--- src/hdl/candidate_reservoir_selector_defines.svh ---
// Assertion macros shared by the candidate reservoir selector RTL.
// Depends on nothing; included by files that carry assertions.
`ifndef CANDIDATE_RESERVOIR_SELECTOR_DEFINES_SVH
`define CANDIDATE_RESERVOIR_SELECTOR_DEFINES_SVH

// Same-cycle implication
`define CRS_ASSERT_NOW(lbl, ck, rn, ante, cons) \
    lbl: assert property (@(posedge ck) disable iff (!rn) (ante) |-> (cons)) \
        else $error("crs: same-cycle check failed");

// Next-cycle implication
`define CRS_ASSERT_NEXT(lbl, ck, rn, ante, cons) \
    lbl: assert property (@(posedge ck) disable iff (!rn) (ante) |=> (cons)) \
        else $error("crs: next-cycle check failed");

`endif

--- src/hdl/crs_pkg.sv ---
// Package for the candidate reservoir selector: widths, codes and the
// controller/datapath command and status types. Depends on nothing.
package crs_pkg;

    localparam int TABLE_DEPTH_DEF = 16;

    localparam int OP_W       = 2;
    localparam int ID_W       = 10;
    localparam int BIRTH_W    = 16;
    localparam int FIT_W      = 32;
    localparam int RAND_W     = 16;
    localparam int CAP_W      = 5;
    localparam int MODE_W     = 2;
    localparam int METH_W     = 2;
    localparam int STAT_W     = 2;
    localparam int CFG_IDX_W  = 3;
    localparam int CFG_DATA_W = 5;
    localparam int KEY_W      = ID_W + BIRTH_W;
    localparam int ENTRY_W    = KEY_W + FIT_W;

    // Operation codes
    localparam logic [OP_W-1:0] OP_OFFER  = 2'd0;
    localparam logic [OP_W-1:0] OP_SELECT = 2'd1;
    localparam logic [OP_W-1:0] OP_CLEAR  = 2'd2;

    // Registration modes
    localparam logic [MODE_W-1:0] MODE_STRICT = 2'd0;
    localparam logic [MODE_W-1:0] MODE_REPEAT = 2'd1;
    localparam logic [MODE_W-1:0] MODE_ALWAYS = 2'd2;

    // Selection methods
    localparam logic [METH_W-1:0] METH_UNIFORM  = 2'd0;
    localparam logic [METH_W-1:0] METH_BEST     = 2'd1;
    localparam logic [METH_W-1:0] METH_ROULETTE = 2'd2;
    localparam logic [METH_W-1:0] METH_UNUSED   = 2'd3;

    // Selection status
    localparam logic [STAT_W-1:0] ST_NONE    = 2'd0;
    localparam logic [STAT_W-1:0] ST_AUTH    = 2'd1;
    localparam logic [STAT_W-1:0] ST_REFUSED = 2'd2;

    // Register indexes
    localparam logic [CFG_IDX_W-1:0] REG_CAPACITY = 3'd0;
    localparam logic [CFG_IDX_W-1:0] REG_MODE     = 3'd1;
    localparam logic [CFG_IDX_W-1:0] REG_METHOD   = 3'd2;
    localparam logic [CFG_IDX_W-1:0] REG_FILTER   = 3'd3;
    localparam logic [CFG_IDX_W-1:0] REG_STRICT   = 3'd4;

    // Register reset values
    localparam logic [CAP_W-1:0]  CAP_RST    = 5'd16;
    localparam logic [MODE_W-1:0] MODE_RST   = MODE_REPEAT;
    localparam logic [METH_W-1:0] METHOD_RST = METH_BEST;

    // Datapath commands
    typedef enum logic [4:0] {
        CMD_NOP,
        CMD_LOAD,
        CMD_IDX_CLR,
        CMD_CNT_CLR,
        CMD_RD_IDX,
        CMD_IDX_INC,
        CMD_WR_UPD,
        CMD_ACC_ALWAYS,
        CMD_J_SET,
        CMD_RD_JM1,
        CMD_WR_SHIFT,
        CMD_WR_NEW,
        CMD_DIV_CNT,
        CMD_SEL_REM,
        CMD_BEST_UPD,
        CMD_BEST_END,
        CMD_TIE_STEP,
        CMD_SUM_ACC,
        CMD_MUL,
        CMD_SEL_LAST,
        CMD_ROUL_STEP,
        CMD_RD_SEL,
        CMD_PICK,
        CMD_OUT_LOAD
    } dp_op_t;

    typedef struct packed {
        dp_op_t op;
    } cmd_t;

    typedef struct packed {
        logic [OP_W-1:0]   op;
        logic              busy;
        logic              go;
        logic [METH_W-1:0] method;
        logic              idx_at_end;
        logic              key_eq;
        logic              key_gt;
        logic              full;
        logic              j_at_pos;
        logic              div_done;
        logic              rem_nz;
        logic              similar_nz;
        logic              tie_hit;
        logic              roul_hit;
        logic              out_free;
    } stat_t;

endpackage

--- src/hdl/crs_if.sv ---
// Channel interfaces of the candidate reservoir selector: request,
// response and configuration write. Depends on crs_pkg.
interface crs_req_if;
    import crs_pkg::*;
    logic               valid;
    logic               ready;
    logic [OP_W-1:0]    op;
    logic [ID_W-1:0]    sender_id;
    logic [BIRTH_W-1:0] sender_birth;
    logic [FIT_W-1:0]   cand_fitness;
    logic [FIT_W-1:0]   own_fitness;
    logic               busy_req;
    logic               timed_out;
    logic [RAND_W-1:0]  rand_value;

    modport source (output valid, op, sender_id, sender_birth, cand_fitness,
                    own_fitness, busy_req, timed_out, rand_value, input ready);
    modport sink (input valid, op, sender_id, sender_birth, cand_fitness,
                  own_fitness, busy_req, timed_out, rand_value, output ready);
endinterface

interface crs_rsp_if;
    import crs_pkg::*;
    logic               valid;
    logic               ready;
    logic               accepted;
    logic [STAT_W-1:0]  sel_status;
    logic [ID_W-1:0]    sel_id;
    logic [BIRTH_W-1:0] sel_birth;
    logic [FIT_W-1:0]   sel_fitness;

    modport source (output valid, accepted, sel_status, sel_id, sel_birth,
                    sel_fitness, input ready);
    modport sink (input valid, accepted, sel_status, sel_id, sel_birth,
                  sel_fitness, output ready);
endinterface

interface crs_cfg_if;
    import crs_pkg::*;
    logic                  valid;
    logic                  ready;
    logic [CFG_IDX_W-1:0]  index;
    logic [CFG_DATA_W-1:0] data;

    modport source (output valid, index, data, input ready);
    modport sink (input valid, index, data, output ready);
endinterface

--- src/hdl/crs_ram.sv ---
// Generic single-write, single-read RAM with registered read data.
// Depends on nothing.
module crs_ram #(
    parameter int WIDTH = 8,
    parameter int DEPTH = 16
) (
    input  logic                                    clk,
    input  logic                                    wr_en,
    input  logic [((DEPTH > 1) ? $clog2(DEPTH) : 1)-1:0] wr_addr,
    input  logic [WIDTH-1:0]                        wr_data,
    input  logic                                    rd_en,
    input  logic [((DEPTH > 1) ? $clog2(DEPTH) : 1)-1:0] rd_addr,
    output logic [WIDTH-1:0]                        rd_data
);
    logic [WIDTH-1:0] mem [DEPTH];
    logic [WIDTH-1:0] rd_data_reg;

    always_ff @(posedge clk)
    begin
        if (wr_en)
        begin
            mem[wr_addr] <= wr_data;
        end
        if (rd_en)
        begin
            rd_data_reg <= mem[rd_addr];
        end
    end

    assign rd_data = rd_data_reg;
endmodule

--- src/hdl/crs_mod_unit.sv ---
// Iterative restoring remainder unit: random word modulo a small count,
// one quotient bit per cycle. Depends on crs_pkg.
module crs_mod_unit #(
    parameter int DW = 5
) (
    input  logic                      clk,
    input  logic                      rst_n,
    input  logic                      start,
    input  logic [crs_pkg::RAND_W-1:0] dividend,
    input  logic [DW-1:0]             divisor,
    output logic                      done,
    output logic [DW-1:0]             rem
);
    import crs_pkg::*;

    localparam int SW = $clog2(RAND_W);

    logic              run_reg;
    logic              done_reg;
    logic [SW-1:0]     step_reg;
    logic [RAND_W-1:0] dvd_reg;
    logic [DW-1:0]     dsr_reg;
    logic [DW-1:0]     rem_reg;
    logic [DW:0]       trial;
    logic [DW:0]       diff;

    // One restoring step
    always_comb
    begin
        trial = {rem_reg, dvd_reg[RAND_W-1]};
        diff  = trial - {1'b0, dsr_reg};
    end

    // Control
    always_ff @(posedge clk or negedge rst_n)
    begin
        if (!rst_n)
        begin
            run_reg  <= 1'b0;
            done_reg <= 1'b0;
            step_reg <= '0;
        end
        else
        begin
            done_reg <= 1'b0;
            if (start)
            begin
                run_reg  <= 1'b1;
                step_reg <= '0;
            end
            else if (run_reg)
            begin
                step_reg <= step_reg + 1'b1;
                if (step_reg == SW'(RAND_W - 1))
                begin
                    run_reg  <= 1'b0;
                    done_reg <= 1'b1;
                end
            end
        end
    end

    // Operands and partial remainder
    always_ff @(posedge clk)
    begin
        if (start)
        begin
            dvd_reg <= dividend;
            dsr_reg <= divisor;
            rem_reg <= '0;
        end
        else if (run_reg)
        begin
            dvd_reg <= {dvd_reg[RAND_W-2:0], 1'b0};
            rem_reg <= (trial >= {1'b0, dsr_reg}) ? diff[DW-1:0] : trial[DW-1:0];
        end
    end

    assign done = done_reg;
    assign rem  = rem_reg;
endmodule

--- src/hdl/crs_controller.sv ---
// Sequencer of the candidate reservoir selector: walks the table through
// the datapath by commands. Depends on crs_pkg.
module crs_controller (
    input  logic           clk,
    input  logic           rst_n,
    input  logic           in_valid,
    output logic           in_ready,
    input  crs_pkg::stat_t stat,
    output crs_pkg::cmd_t  cmd
);
    import crs_pkg::*;

    typedef enum logic [19:0] {
        S_IDLE     = 20'h00001,
        S_DECODE   = 20'h00002,
        S_SRCH_RD  = 20'h00004,
        S_SRCH_CMP = 20'h00008,
        S_INS_CHK  = 20'h00010,
        S_SHIFT_RD = 20'h00020,
        S_SHIFT_WR = 20'h00040,
        S_DIV_U    = 20'h00080,
        S_BEST_RD  = 20'h00100,
        S_BEST_CMP = 20'h00200,
        S_BEST_DIV = 20'h00400,
        S_TIE_RD   = 20'h00800,
        S_TIE_CMP  = 20'h01000,
        S_SUM_RD   = 20'h02000,
        S_SUM_ADD  = 20'h04000,
        S_ROUL_RD  = 20'h08000,
        S_ROUL_CMP = 20'h10000,
        S_FETCH    = 20'h20000,
        S_PICK     = 20'h40000,
        S_FINISH   = 20'h80000
    } state_t;

    state_t state_reg;
    state_t state_next;

    // Next state and command
    always_comb
    begin
        state_next = state_reg;
        cmd.op     = CMD_NOP;
        case (state_reg)
            S_IDLE:
            begin
                if (in_valid)
                begin
                    cmd.op     = CMD_LOAD;
                    state_next = S_DECODE;
                end
            end
            S_DECODE:
            begin
                case (stat.op)
                    OP_OFFER:
                    begin
                        if (stat.busy)
                        begin
                            cmd.op     = CMD_ACC_ALWAYS;
                            state_next = S_FINISH;
                        end
                        else
                        begin
                            cmd.op     = CMD_IDX_CLR;
                            state_next = S_SRCH_RD;
                        end
                    end
                    OP_SELECT:
                    begin
                        if (!stat.go)
                        begin
                            state_next = S_FINISH;
                        end
                        else if (stat.method == METH_UNIFORM)
                        begin
                            cmd.op     = CMD_DIV_CNT;
                            state_next = S_DIV_U;
                        end
                        else if (stat.method == METH_BEST)
                        begin
                            cmd.op     = CMD_IDX_CLR;
                            state_next = S_BEST_RD;
                        end
                        else
                        begin
                            cmd.op     = CMD_IDX_CLR;
                            state_next = S_SUM_RD;
                        end
                    end
                    OP_CLEAR:
                    begin
                        cmd.op     = CMD_CNT_CLR;
                        state_next = S_FINISH;
                    end
                    default:
                    begin
                        state_next = S_FINISH;
                    end
                endcase
            end
            // Key search in sorted order
            S_SRCH_RD:
            begin
                if (stat.idx_at_end)
                begin
                    state_next = S_INS_CHK;
                end
                else
                begin
                    cmd.op     = CMD_RD_IDX;
                    state_next = S_SRCH_CMP;
                end
            end
            S_SRCH_CMP:
            begin
                if (stat.key_eq)
                begin
                    cmd.op     = CMD_WR_UPD;
                    state_next = S_FINISH;
                end
                else if (stat.key_gt)
                begin
                    state_next = S_INS_CHK;
                end
                else
                begin
                    cmd.op     = CMD_IDX_INC;
                    state_next = S_SRCH_RD;
                end
            end
            S_INS_CHK:
            begin
                if (stat.full)
                begin
                    cmd.op     = CMD_ACC_ALWAYS;
                    state_next = S_FINISH;
                end
                else
                begin
                    cmd.op     = CMD_J_SET;
                    state_next = S_SHIFT_RD;
                end
            end
            // Open a slot by moving the tail up one entry
            S_SHIFT_RD:
            begin
                if (stat.j_at_pos)
                begin
                    cmd.op     = CMD_WR_NEW;
                    state_next = S_FINISH;
                end
                else
                begin
                    cmd.op     = CMD_RD_JM1;
                    state_next = S_SHIFT_WR;
                end
            end
            S_SHIFT_WR:
            begin
                cmd.op     = CMD_WR_SHIFT;
                state_next = S_SHIFT_RD;
            end
            S_DIV_U:
            begin
                if (stat.div_done)
                begin
                    cmd.op     = CMD_SEL_REM;
                    state_next = S_FETCH;
                end
            end
            // Best fitness scan
            S_BEST_RD:
            begin
                if (stat.idx_at_end)
                begin
                    cmd.op     = CMD_BEST_END;
                    state_next = stat.similar_nz ? S_BEST_DIV : S_FETCH;
                end
                else
                begin
                    cmd.op     = CMD_RD_IDX;
                    state_next = S_BEST_CMP;
                end
            end
            S_BEST_CMP:
            begin
                cmd.op     = CMD_BEST_UPD;
                state_next = S_BEST_RD;
            end
            S_BEST_DIV:
            begin
                if (stat.div_done)
                begin
                    if (stat.rem_nz)
                    begin
                        cmd.op     = CMD_IDX_CLR;
                        state_next = S_TIE_RD;
                    end
                    else
                    begin
                        state_next = S_FETCH;
                    end
                end
            end
            // Tie break: find the wanted equal entry
            S_TIE_RD:
            begin
                if (stat.idx_at_end)
                begin
                    state_next = S_FETCH;
                end
                else
                begin
                    cmd.op     = CMD_RD_IDX;
                    state_next = S_TIE_CMP;
                end
            end
            S_TIE_CMP:
            begin
                cmd.op     = CMD_TIE_STEP;
                state_next = stat.tie_hit ? S_FETCH : S_TIE_RD;
            end
            // Roulette: total first, then the running sum
            S_SUM_RD:
            begin
                if (stat.idx_at_end)
                begin
                    cmd.op     = CMD_MUL;
                    state_next = S_ROUL_RD;
                end
                else
                begin
                    cmd.op     = CMD_RD_IDX;
                    state_next = S_SUM_ADD;
                end
            end
            S_SUM_ADD:
            begin
                cmd.op     = CMD_SUM_ACC;
                state_next = S_SUM_RD;
            end
            S_ROUL_RD:
            begin
                if (stat.idx_at_end)
                begin
                    cmd.op     = CMD_SEL_LAST;
                    state_next = S_FETCH;
                end
                else
                begin
                    cmd.op     = CMD_RD_IDX;
                    state_next = S_ROUL_CMP;
                end
            end
            S_ROUL_CMP:
            begin
                cmd.op     = CMD_ROUL_STEP;
                state_next = stat.roul_hit ? S_FETCH : S_ROUL_RD;
            end
            S_FETCH:
            begin
                cmd.op     = CMD_RD_SEL;
                state_next = S_PICK;
            end
            S_PICK:
            begin
                cmd.op     = CMD_PICK;
                state_next = S_FINISH;
            end
            S_FINISH:
            begin
                if (stat.out_free)
                begin
                    cmd.op     = CMD_OUT_LOAD;
                    state_next = S_IDLE;
                end
            end
            default:
            begin
                state_next = S_IDLE;
            end
        endcase
    end

    always_ff @(posedge clk or negedge rst_n)
    begin
        if (!rst_n)
        begin
            state_reg <= S_IDLE;
        end
        else
        begin
            state_reg <= state_next;
        end
    end

    assign in_ready = (state_reg == S_IDLE);
endmodule

--- src/hdl/crs_datapath.sv ---
// Datapath of the candidate reservoir selector: config registers, entry
// table, scan registers, remainder unit and result register.
// Depends on crs_pkg, crs_ram, crs_mod_unit and the defines header.
`include "candidate_reservoir_selector_defines.svh"

module crs_datapath #(
    parameter int TABLE_DEPTH = crs_pkg::TABLE_DEPTH_DEF
) (
    input  logic                          clk,
    input  logic                          rst_n,
    input  crs_pkg::cmd_t                 cmd,
    output crs_pkg::stat_t                stat,
    input  logic [crs_pkg::OP_W-1:0]      in_op,
    input  logic [crs_pkg::ID_W-1:0]      in_id,
    input  logic [crs_pkg::BIRTH_W-1:0]   in_birth,
    input  logic [crs_pkg::FIT_W-1:0]     in_fit,
    input  logic [crs_pkg::FIT_W-1:0]     in_own,
    input  logic                          in_busy,
    input  logic                          in_tmo,
    input  logic [crs_pkg::RAND_W-1:0]    in_rand,
    input  logic                          cfg_we,
    input  logic [crs_pkg::CFG_IDX_W-1:0] cfg_index,
    input  logic [crs_pkg::CFG_DATA_W-1:0] cfg_data,
    input  logic                          out_ready,
    output logic                          out_valid,
    output logic                          out_accepted,
    output logic [crs_pkg::STAT_W-1:0]    out_status,
    output logic [crs_pkg::ID_W-1:0]      out_id,
    output logic [crs_pkg::BIRTH_W-1:0]   out_birth,
    output logic [crs_pkg::FIT_W-1:0]     out_fitness
);
    import crs_pkg::*;

    localparam int CW = $clog2(TABLE_DEPTH + 1);
    localparam int AW = (TABLE_DEPTH > 1) ? $clog2(TABLE_DEPTH) : 1;
    localparam int LW = (CW > CAP_W) ? CW : CAP_W;
    localparam int TW = FIT_W + AW;
    localparam int PW = TW + RAND_W;

    // Configuration
    logic [CAP_W-1:0]  cap_reg;
    logic [MODE_W-1:0] mode_reg;
    logic [METH_W-1:0] meth_reg;
    logic              filt_reg;
    logic              strict_reg;

    // Table fill and output handshake
    logic [CW-1:0] cnt_reg;
    logic          out_valid_reg;

    // Item and scan registers
    logic [OP_W-1:0]    op_reg;
    logic [ID_W-1:0]    id_reg;
    logic [BIRTH_W-1:0] birth_reg;
    logic [FIT_W-1:0]   fit_reg;
    logic [FIT_W-1:0]   own_reg;
    logic               busy_reg;
    logic               tmo_reg;
    logic [RAND_W-1:0]  rnd_reg;
    logic [CW-1:0]      idx_reg;
    logic [CW-1:0]      j_reg;
    logic [CW-1:0]      sel_reg;
    logic [CW-1:0]      best_idx_reg;
    logic [FIT_W-1:0]   best_val_reg;
    logic [CW-1:0]      similar_reg;
    logic [CW-1:0]      seen_reg;
    logic [TW-1:0]      total_reg;
    logic [TW-1:0]      run_reg;
    logic [PW-1:0]      target_reg;

    // Result under construction and presented result
    logic               res_acc_reg;
    logic [STAT_W-1:0]  res_status_reg;
    logic [ID_W-1:0]    res_id_reg;
    logic [BIRTH_W-1:0] res_birth_reg;
    logic [FIT_W-1:0]   res_fit_reg;
    logic               out_acc_reg;
    logic [STAT_W-1:0]  out_status_reg;
    logic [ID_W-1:0]    out_id_reg;
    logic [BIRTH_W-1:0] out_birth_reg;
    logic [FIT_W-1:0]   out_fit_reg;

    // RAM and remainder unit hookup
    logic               ram_we;
    logic [AW-1:0]      ram_waddr;
    logic [ENTRY_W-1:0] ram_wdata;
    logic               ram_re;
    logic [AW-1:0]      ram_raddr;
    logic [ENTRY_W-1:0] rd_data;
    logic [KEY_W-1:0]   rd_key;
    logic [FIT_W-1:0]   rd_fit;
    logic [CW-1:0]      jm1;
    logic               div_start;
    logic [CW-1:0]      div_dsr;
    logic               div_done;
    logic [CW-1:0]      div_rem;

    // Derived status
    logic [LW-1:0]      lim;
    logic               full;
    logic [TW-1:0]      run_nxt;
    logic               roul_hit;
    logic               fit_eq_best;
    logic               refused;

    assign rd_key      = rd_data[ENTRY_W-1:FIT_W];
    assign rd_fit      = rd_data[FIT_W-1:0];
    assign jm1         = j_reg - 1'b1;
    assign run_nxt     = run_reg + TW'(rd_fit);
    assign roul_hit    = {run_nxt, {RAND_W{1'b0}}} >= target_reg;
    assign fit_eq_best = (rd_fit == best_val_reg);
    assign refused     = filt_reg && (strict_reg ? (rd_fit <= own_reg) : (rd_fit < own_reg));

    // Effective capacity, clamped to 1..TABLE_DEPTH
    always_comb
    begin
        if (cap_reg == '0)
        begin
            lim = LW'(1);
        end
        else if (LW'(cap_reg) > LW'(TABLE_DEPTH))
        begin
            lim = LW'(TABLE_DEPTH);
        end
        else
        begin
            lim = LW'(cap_reg);
        end
    end
    assign full = (LW'(cnt_reg) >= lim);

    // Status to the controller
    always_comb
    begin
        stat.op         = op_reg;
        stat.busy       = busy_reg;
        stat.go         = !busy_reg && (meth_reg != METH_UNUSED)
                          && (full || ((cnt_reg != '0) && tmo_reg));
        stat.method     = meth_reg;
        stat.idx_at_end = (idx_reg == cnt_reg);
        stat.key_eq     = (rd_key == {id_reg, birth_reg});
        stat.key_gt     = (rd_key > {id_reg, birth_reg});
        stat.full       = full;
        stat.j_at_pos   = (j_reg == idx_reg);
        stat.div_done   = div_done;
        stat.rem_nz     = (div_rem != '0);
        stat.similar_nz = (similar_reg != '0);
        stat.tie_hit    = fit_eq_best && (seen_reg == div_rem);
        stat.roul_hit   = roul_hit;
        stat.out_free   = !out_valid_reg || out_ready;
    end

    // Table port control
    always_comb
    begin
        ram_we    = 1'b0;
        ram_waddr = idx_reg[AW-1:0];
        ram_wdata = {id_reg, birth_reg, fit_reg};
        ram_re    = 1'b0;
        ram_raddr = idx_reg[AW-1:0];
        case (cmd.op)
            CMD_RD_IDX:
            begin
                ram_re = 1'b1;
            end
            CMD_RD_JM1:
            begin
                ram_re    = 1'b1;
                ram_raddr = jm1[AW-1:0];
            end
            CMD_RD_SEL:
            begin
                ram_re    = 1'b1;
                ram_raddr = sel_reg[AW-1:0];
            end
            CMD_WR_UPD, CMD_WR_NEW:
            begin
                ram_we = 1'b1;
            end
            CMD_WR_SHIFT:
            begin
                ram_we    = 1'b1;
                ram_waddr = j_reg[AW-1:0];
                ram_wdata = rd_data;
            end
            default:
            begin
                ram_we = 1'b0;
            end
        endcase
    end

    assign div_start = (cmd.op == CMD_DIV_CNT) || (cmd.op == CMD_BEST_END);
    assign div_dsr   = (cmd.op == CMD_DIV_CNT) ? cnt_reg : similar_reg;

    crs_ram #(
        .WIDTH (ENTRY_W),
        .DEPTH (TABLE_DEPTH)
    ) u_table (
        .clk     (clk),
        .wr_en   (ram_we),
        .wr_addr (ram_waddr),
        .wr_data (ram_wdata),
        .rd_en   (ram_re),
        .rd_addr (ram_raddr),
        .rd_data (rd_data)
    );

    crs_mod_unit #(
        .DW (CW)
    ) u_mod (
        .clk      (clk),
        .rst_n    (rst_n),
        .start    (div_start),
        .dividend (rnd_reg),
        .divisor  (div_dsr),
        .done     (div_done),
        .rem      (div_rem)
    );

    // Config, fill count, output valid
    always_ff @(posedge clk or negedge rst_n)
    begin
        if (!rst_n)
        begin
            cap_reg       <= CAP_RST;
            mode_reg      <= MODE_RST;
            meth_reg      <= METHOD_RST;
            filt_reg      <= 1'b0;
            strict_reg    <= 1'b0;
            cnt_reg       <= '0;
            out_valid_reg <= 1'b0;
        end
        else
        begin
            if (cfg_we)
            begin
                case (cfg_index)
                    REG_CAPACITY: cap_reg    <= cfg_data[CAP_W-1:0];
                    REG_MODE:     mode_reg   <= cfg_data[MODE_W-1:0];
                    REG_METHOD:   meth_reg   <= cfg_data[METH_W-1:0];
                    REG_FILTER:   filt_reg   <= cfg_data[0];
                    REG_STRICT:   strict_reg <= cfg_data[0];
                    default:      cap_reg    <= cap_reg;
                endcase
            end
            if ((cmd.op == CMD_CNT_CLR) || (cmd.op == CMD_PICK))
            begin
                cnt_reg <= '0;
            end
            else if (cmd.op == CMD_WR_NEW)
            begin
                cnt_reg <= cnt_reg + 1'b1;
            end
            if (cmd.op == CMD_OUT_LOAD)
            begin
                out_valid_reg <= 1'b1;
            end
            else if (out_ready)
            begin
                out_valid_reg <= 1'b0;
            end
        end
    end

    // Payload and scan registers
    always_ff @(posedge clk)
    begin
        case (cmd.op)
            CMD_LOAD:
            begin
                op_reg         <= in_op;
                id_reg         <= in_id;
                birth_reg      <= in_birth;
                fit_reg        <= in_fit;
                own_reg        <= in_own;
                busy_reg       <= in_busy;
                tmo_reg        <= in_tmo;
                rnd_reg        <= in_rand;
                res_acc_reg    <= 1'b0;
                res_status_reg <= ST_NONE;
                res_id_reg     <= '0;
                res_birth_reg  <= '0;
                res_fit_reg    <= '0;
            end
            CMD_IDX_CLR:
            begin
                idx_reg   <= '0;
                seen_reg  <= '0;
                total_reg <= '0;
            end
            CMD_IDX_INC:
            begin
                idx_reg <= idx_reg + 1'b1;
            end
            CMD_WR_UPD:
            begin
                res_acc_reg <= (mode_reg != MODE_STRICT);
            end
            CMD_ACC_ALWAYS:
            begin
                res_acc_reg <= (mode_reg == MODE_ALWAYS);
            end
            CMD_J_SET:
            begin
                j_reg <= cnt_reg;
            end
            CMD_WR_SHIFT:
            begin
                j_reg <= jm1;
            end
            CMD_WR_NEW:
            begin
                res_acc_reg <= 1'b1;
            end
            CMD_SEL_REM:
            begin
                sel_reg <= div_rem;
            end
            // Highest fitness; first entry seeds the scan
            CMD_BEST_UPD:
            begin
                if ((idx_reg == '0) || (rd_fit > best_val_reg))
                begin
                    best_idx_reg <= idx_reg;
                    best_val_reg <= rd_fit;
                    similar_reg  <= '0;
                end
                else if (fit_eq_best)
                begin
                    similar_reg <= similar_reg + 1'b1;
                end
                idx_reg <= idx_reg + 1'b1;
            end
            CMD_BEST_END:
            begin
                sel_reg <= best_idx_reg;
            end
            CMD_TIE_STEP:
            begin
                if (fit_eq_best)
                begin
                    if (seen_reg == div_rem)
                    begin
                        sel_reg <= idx_reg;
                    end
                    seen_reg <= seen_reg + 1'b1;
                end
                idx_reg <= idx_reg + 1'b1;
            end
            CMD_SUM_ACC:
            begin
                total_reg <= total_reg + TW'(rd_fit);
                idx_reg   <= idx_reg + 1'b1;
            end
            CMD_MUL:
            begin
                target_reg <= PW'(rnd_reg) * PW'(total_reg);
                idx_reg    <= '0;
                run_reg    <= '0;
            end
            CMD_SEL_LAST:
            begin
                sel_reg <= cnt_reg - 1'b1;
            end
            CMD_ROUL_STEP:
            begin
                run_reg <= run_nxt;
                if (roul_hit)
                begin
                    sel_reg <= idx_reg;
                end
                idx_reg <= idx_reg + 1'b1;
            end
            CMD_PICK:
            begin
                res_id_reg     <= rd_data[ENTRY_W-1:KEY_W + FIT_W - ID_W];
                res_birth_reg  <= rd_data[FIT_W + BIRTH_W - 1:FIT_W];
                res_fit_reg    <= rd_fit;
                res_status_reg <= refused ? ST_REFUSED : ST_AUTH;
            end
            CMD_OUT_LOAD:
            begin
                out_acc_reg    <= res_acc_reg;
                out_status_reg <= res_status_reg;
                out_id_reg     <= res_id_reg;
                out_birth_reg  <= res_birth_reg;
                out_fit_reg    <= res_fit_reg;
            end
            default:
            begin
                idx_reg <= idx_reg;
            end
        endcase
    end

    assign out_valid    = out_valid_reg;
    assign out_accepted = out_acc_reg;
    assign out_status   = out_status_reg;
    assign out_id       = out_id_reg;
    assign out_birth    = out_birth_reg;
    assign out_fitness  = out_fit_reg;

    // Checks
    `CRS_ASSERT_NEXT(a_insert_grows, clk, rst_n, cmd.op == CMD_WR_NEW, cnt_reg == $past(cnt_reg) + 1'b1)
    `CRS_ASSERT_NEXT(a_pick_empties, clk, rst_n, cmd.op == CMD_PICK, cnt_reg == '0)
    `CRS_ASSERT_NOW(a_sel_in_table, clk, rst_n, cmd.op == CMD_RD_SEL, sel_reg < cnt_reg)
endmodule

--- src/hdl/candidate_reservoir_selector.sv ---
// Top level of the candidate reservoir selector: controller plus datapath.
// Depends on crs_pkg, crs_if, crs_controller and crs_datapath.
//
// One item is in work at a time; the next is taken once the result is in
// the output register. An offer takes longer the more entries it searches and,
// for an insert, moves; a best select scans every stored entry, and a roulette
// select sums every entry, then scans up to the chosen one. The registered-read
// entry RAM makes each entry visited a read then a use, and a uniform pick or a
// best pick with ties runs the bit-serial remainder unit (16 steps). A stalled
// output register adds its wait. Configuration writes are taken any time.
module candidate_reservoir_selector #(
    parameter int TABLE_DEPTH = crs_pkg::TABLE_DEPTH_DEF
) (
    input  logic      clk,
    input  logic      rst_n,
    crs_req_if.sink   req,
    crs_rsp_if.source rsp,
    crs_cfg_if.sink   cfg
);
    import crs_pkg::*;

    cmd_t  cmd;
    stat_t stat;
    logic  in_ready;

    assign req.ready = in_ready;
    assign cfg.ready = 1'b1;

    crs_controller u_ctrl (
        .clk      (clk),
        .rst_n    (rst_n),
        .in_valid (req.valid),
        .in_ready (in_ready),
        .stat     (stat),
        .cmd      (cmd)
    );

    crs_datapath #(
        .TABLE_DEPTH (TABLE_DEPTH)
    ) u_dp (
        .clk          (clk),
        .rst_n        (rst_n),
        .cmd          (cmd),
        .stat         (stat),
        .in_op        (req.op),
        .in_id        (req.sender_id),
        .in_birth     (req.sender_birth),
        .in_fit       (req.cand_fitness),
        .in_own       (req.own_fitness),
        .in_busy      (req.busy_req),
        .in_tmo       (req.timed_out),
        .in_rand      (req.rand_value),
        .cfg_we       (cfg.valid),
        .cfg_index    (cfg.index),
        .cfg_data     (cfg.data),
        .out_ready    (rsp.ready),
        .out_valid    (rsp.valid),
        .out_accepted (rsp.accepted),
        .out_status   (rsp.sel_status),
        .out_id       (rsp.sel_id),
        .out_birth    (rsp.sel_birth),
        .out_fitness  (rsp.sel_fitness)
    );
endmodule
--- src/flat_wrapper.sv ---
// flat-port wrapper written by rule: the top's interface ports become plain ports
module candidate_reservoir_selector_flat import crs_pkg::*;
#(
    parameter int TABLE_DEPTH = crs_pkg::TABLE_DEPTH_DEF
)
  (clk, rst_n, req_valid, req_op, req_sender_id, req_sender_birth, req_cand_fitness, req_own_fitness, req_busy_req, req_timed_out, req_rand_value, req_ready, rsp_valid, rsp_accepted, rsp_sel_status, rsp_sel_id, rsp_sel_birth, rsp_sel_fitness, rsp_ready, cfg_valid, cfg_index, cfg_data, cfg_ready);
  crs_req_if req_i ();
  crs_rsp_if rsp_i ();
  crs_cfg_if cfg_i ();
  input  logic clk;
  input  logic rst_n;
  input wire logic [$bits(req_i.valid)-1:0] req_valid;
  input wire logic [$bits(req_i.op)-1:0] req_op;
  input wire logic [$bits(req_i.sender_id)-1:0] req_sender_id;
  input wire logic [$bits(req_i.sender_birth)-1:0] req_sender_birth;
  input wire logic [$bits(req_i.cand_fitness)-1:0] req_cand_fitness;
  input wire logic [$bits(req_i.own_fitness)-1:0] req_own_fitness;
  input wire logic [$bits(req_i.busy_req)-1:0] req_busy_req;
  input wire logic [$bits(req_i.timed_out)-1:0] req_timed_out;
  input wire logic [$bits(req_i.rand_value)-1:0] req_rand_value;
  output wire logic [$bits(req_i.ready)-1:0] req_ready;
  output wire logic [$bits(rsp_i.valid)-1:0] rsp_valid;
  output wire logic [$bits(rsp_i.accepted)-1:0] rsp_accepted;
  output wire logic [$bits(rsp_i.sel_status)-1:0] rsp_sel_status;
  output wire logic [$bits(rsp_i.sel_id)-1:0] rsp_sel_id;
  output wire logic [$bits(rsp_i.sel_birth)-1:0] rsp_sel_birth;
  output wire logic [$bits(rsp_i.sel_fitness)-1:0] rsp_sel_fitness;
  input wire logic [$bits(rsp_i.ready)-1:0] rsp_ready;
  input wire logic [$bits(cfg_i.valid)-1:0] cfg_valid;
  input wire logic [$bits(cfg_i.index)-1:0] cfg_index;
  input wire logic [$bits(cfg_i.data)-1:0] cfg_data;
  output wire logic [$bits(cfg_i.ready)-1:0] cfg_ready;
  assign req_i.valid = req_valid;
  assign req_i.op = req_op;
  assign req_i.sender_id = req_sender_id;
  assign req_i.sender_birth = req_sender_birth;
  assign req_i.cand_fitness = req_cand_fitness;
  assign req_i.own_fitness = req_own_fitness;
  assign req_i.busy_req = req_busy_req;
  assign req_i.timed_out = req_timed_out;
  assign req_i.rand_value = req_rand_value;
  assign req_ready = req_i.ready;
  assign rsp_valid = rsp_i.valid;
  assign rsp_accepted = rsp_i.accepted;
  assign rsp_sel_status = rsp_i.sel_status;
  assign rsp_sel_id = rsp_i.sel_id;
  assign rsp_sel_birth = rsp_i.sel_birth;
  assign rsp_sel_fitness = rsp_i.sel_fitness;
  assign rsp_i.ready = rsp_ready;
  assign cfg_i.valid = cfg_valid;
  assign cfg_i.index = cfg_index;
  assign cfg_i.data = cfg_data;
  assign cfg_ready = cfg_i.ready;
  candidate_reservoir_selector #(.TABLE_DEPTH(TABLE_DEPTH)) u_core (.clk(clk), .rst_n(rst_n), .req(req_i), .rsp(rsp_i), .cfg(cfg_i));
endmodule
--- config.mk ---
export PLATFORM = sky130hd
export DESIGN_NAME = candidate_reservoir_selector_flat
export DESIGN_NICKNAME = d
export VERILOG_FILES = /design/src/hdl/crs_pkg.sv /design/src/hdl/crs_if.sv /design/src/hdl/crs_ram.sv /design/src/hdl/crs_mod_unit.sv /design/src/hdl/crs_controller.sv /design/src/hdl/crs_datapath.sv /design/src/hdl/candidate_reservoir_selector.sv /design/src/flat_wrapper.sv
export VERILOG_INCLUDE_DIRS = /design/src /design/src/hdl
export SDC_FILE = /design/constraint.sdc
export NUM_CORES = 2
export LEC_CHECK = 0
export ABC_CLOCK_PERIOD_IN_PS = 17100
export BUFFER_PORTS_ARGS = -buffer_cell sky130_fd_sc_hd__buf_2
export CAP_MARGIN = 20
export CORE_MARGIN = 2
export CORE_UTILIZATION = 45
export DETAILED_ROUTE_END_ITERATION = 8
export SLEW_MARGIN = 20
export SYNTH_ARGS = -nofsm -noshare
export SYNTH_HDL_FRONTEND = slang
export SYNTH_SLANG_ARGS = --single-unit
--- constraint.sdc ---
create_clock -name clk -period 17.1 [get_ports clk]
set_input_delay 3.42 -clock clk [delete_from_list [all_inputs] [get_ports clk]]
set_output_delay 3.42 -clock clk [all_outputs]
set_load 0.1 [all_outputs]
==> flow_metrics.tcl <==
set metrics [dict create \
    synth-seq-area-share 0.5478 \
    maxSlewViolCount 0 \
    final_net_count 7549 \
    crit_path_cell_trace "nand2_1, fa_1, fa_1, inv_1, fa_1, fa_1, fa_1, inv_1, fa_1, inv_1, ha_1, a21o_1, a21o_1, a21o_1, o21ai_0, nand4_1, a311oi_1, buf_4, o31ai_1, a41o_1, a41o_1, a21o_1, a221oi_1, xnor2_1" \
    first_global_vias 51810 \
    critical_path.max_stage_delay_ns 1.02 \
    timing.final.hold_violations 0 \
    routedWlPerCell_um 23.79 \
    timing.rr.start "u_core.u_dp.total_reg[2]$_SDFFCE_PN0P_" \
    fin_crit_sh 0.4790 \
    detail_route.iter0.violations 4459 \
    ctsHtreeMaxLevel 4 \
    via_per_inst 5.599 \
    critical_path_class "reg2reg" \
    worst-endpoint-required_ns 17.63 \
    place.port_buffers 185 \
    netlist_instances 6401 \
    holdPathEnd "u_core.u_dp.out_fitness[19]$_DFFE_PP_" \
    clock_tree.buffer_depth 3 \
    status "completed" \
    final.setup.tns_ns 0 \
    avgSynthCellArea_um2 12.52 \
    pin_count 187 \
    critical_path.reg2reg.endpoint "u_core.u_dp.target_reg[50]$_DFFE_PP_" \
    worstSetupEndpointType "flop" \
    gr-usage-all-layers 0.2393 \
    grt.overflow.total 0 \
    crit_path_max_fanout 17 \
    cts_post_setup_buffers_inserted 0 \
    synth.distinct_cells 86 \
    post_cts_hold_buffer_count 0 \
    hpwlAfterDp_mm 137.0 \
    synth_edf_count 1423 \
    drt-pass1-iter-count 6 \
    maxSlewHeadroom 0.2431 \
    clock_tree_from_tritoncts "built" \
    layout-area-overhead-vs-synth_pct 11.73 \
    hold_path_depth 0 \
    cpMaxStageDelayCell "edfxtp_1" \
    pin_count_of_the_biggest_net_entering_global_routing 113 \
    grt_pass1_wl_mm 325.0 \
    wl_mm 216.1 \
    clock-root-buffer "clkbuf_16" \
    post_synth_instance_area_um2 80160 \
    yosysWarnings 0 \
    postSynth.asyncResetShare 0.02923 \
    worstHoldStart "u_core.u_dp.res_fit_reg[19]$_SDFFCE_PP0P_" \
    critPathArrivalTime_ns 8.72 \
    final-setup-viol-count 0 \
    hold_class "reg2reg" \
    maxCapViolCount 0 \
    cts.clk_slew.worst_paths_ns 0.06 \
    post_cts_resize_count 0 \
    antenna_found_initial 1 \
    cts_buffers 160 \
    post_route_cells_drive_above_1_share 0.09433 \
    largest_register_ff_count 928 \
    rsz0062_at_grt "no" \
    regToRegSetupSlack_ns 8.91 \
    timing.critical_path.mode_cell "fa_1" \
    fp-row-count 154 \
    cts_sinks 1471 \
    final.min_clock_period_ns 8.191 \
    clock.fmax_mhz 122.1 \
    ys_ff_latch 1471 \
    worst_skew_pair.late_latency_ns 0.85 \
    route.vias.total 50850 \
    finalWeightedCongestion 0.9108 \
    floorplan.initialDensity 0.4542 \
    die_area_um2 181500 \
    yosys_most_used_dff "edfxtp_1" \
    timing.reg2reg.worst_path_depth 24 \
    die_h_um 426.1 \
    timing.clock.skew_ns 0.06654 \
    drt_drc_violations_left 0 \
    postSynthNetCount 7335 \
    setup.worst_path.start_class "flop" \
    core_area_um2 176500 \
    ant_nets 0 \
    transition_time_at_the_pin_with_the_least_slew_margin_ns 1.133 \
    die_width_um 426.1 \
]
[metrics by stage]
stage / instance area (um^2) / instances / hold slack (ns) / util / setup WS [ns]
finish: 89560 / 9083 / 0.4168 / 0.5074 / 8.909
global route: 89560 / 9083 / 0.4249 / 0.5074 / 8.471
global placement: 84150 / 8792 / 0.4030 / 0.4768 / 8.355
CTS: 89560 / 9082 / 0.4188 / 0.5074 / 8.927
detailed placement: 84180 / 8793 / 0.4052 / 0.4769 / 8.310
floorplan: 80160 / 6401 / 0.4003 / - / 7.705
[placed cells by master (no fill, tap or decap), types with 127 or more instances in the layout]
master / instances
a21oi_1: 127
a32oi_1: 233
and2_1: 251
buf_2: 184
buf_4: 153
clkbuf_16: 160
edfxtp_1: 1423
fa_1: 477
ha_1: 334
inv_1: 691
mux2i_1: 238
nand2_1: 1124
nor2_1: 164
[worst max-delay path: cells and delay by family (launching register included)]
kind / cells / cell delay [ns]
AOI/OAI and AO/OA: 10 / 2.45
buffers and inverters: 4 / 0.36
and+or+nand+nor: 2 / 0.41
xor gates and xnor gates: 1 / 0.11
adders and majority gates: 7 / 3.53
DFF: 1 / 1.02
[worst max-delay path by stage]
stage	start	endpoint	slack (ns)	cells after the start
after detailed placement	rsp_ready	u_core.u_dp.u_table.rd_data[15]$_DFFE_PP_	8.31	14
after global routing	u_core.u_dp.total_reg[2]$_SDFFCE_PN0P_	u_core.u_dp.target_reg[50]$_DFFE_PP_	8.47	24
after CTS	u_core.u_dp.total_reg[11]$_SDFFCE_PN0P_	u_core.u_dp.target_reg[50]$_DFFE_PP_	8.93	26
final	u_core.u_dp.total_reg[2]$_SDFFCE_PN0P_	u_core.u_dp.target_reg[50]$_DFFE_PP_	8.91	24
after floorplan	rsp_ready	u_core.u_dp.u_table.rd_data[0]$_DFFE_PP_	7.71	7
after global placement	rsp_ready	u_core.u_dp.u_table.rd_data[18]$_DFFE_PP_	8.36	14
[metal layers]
metal  vias up  wire (um)  part of all wire  global-route usage
met3       360      12320             0.057             0.03084
met1     26020      91050              0.42              0.3229
li1      22770          -                 -                   -
met2      1705     104900              0.49              0.3976
met4         0       7785             0.036             0.08698
met5         -          0                 0                   0
[cell families (layout without fill, tap and decap cells)]
logic type                 Yosys count  count (layout)  synth area share
adders and majority gates          811             811            0.1713
other                                1               2        0.00004678
muxes                              251             251           0.03155
and+or+nand+nor                   1965            1965            0.1148
DFF                               1471            1471            0.5478
xor gates and xnor gates           147             147           0.01606
AOI/OAI and AO/OA                  773             773           0.06994
buffers and inverters              982            1323           0.04853
[final cells by class]
class	instances	area [um^2]
fill	15310	86940
inverter	695	2615
antenna	1	2.502
tap	2340	2928
sequential	1471	43910
clock inverter	93	1240
clock buffer	196	4139
multi-input combinational	3948	32610
timing repair buffer	339	2117
[cells in the mapped netlist, drive strengths merged, types with 61 or more instances]
master | n | area [um^2]
o21ai | 118 | 594.3
a21oi | 127 | 635.6
nor2 | 187 | 706.9
buf | 103 | 585.6
edfxtp | 1423 | 42730
and2 | 251 | 1570
nand2 | 1125 | 4223
a32oi | 233 | 2041
mux2i | 238 | 2382
a21o | 116 | 870.8
nor2b | 72 | 450.4
xor2 | 61 | 534.3
ha | 334 | 4179
clkbuf | 184 | 695.7
xnor2 | 86 | 753.2
fa | 477 | 9549
inv | 694 | 2605
Power is left out: the tool's default activity adds up to more than one toggle a clock period on the data nets, which glitch-free logic cannot reach.
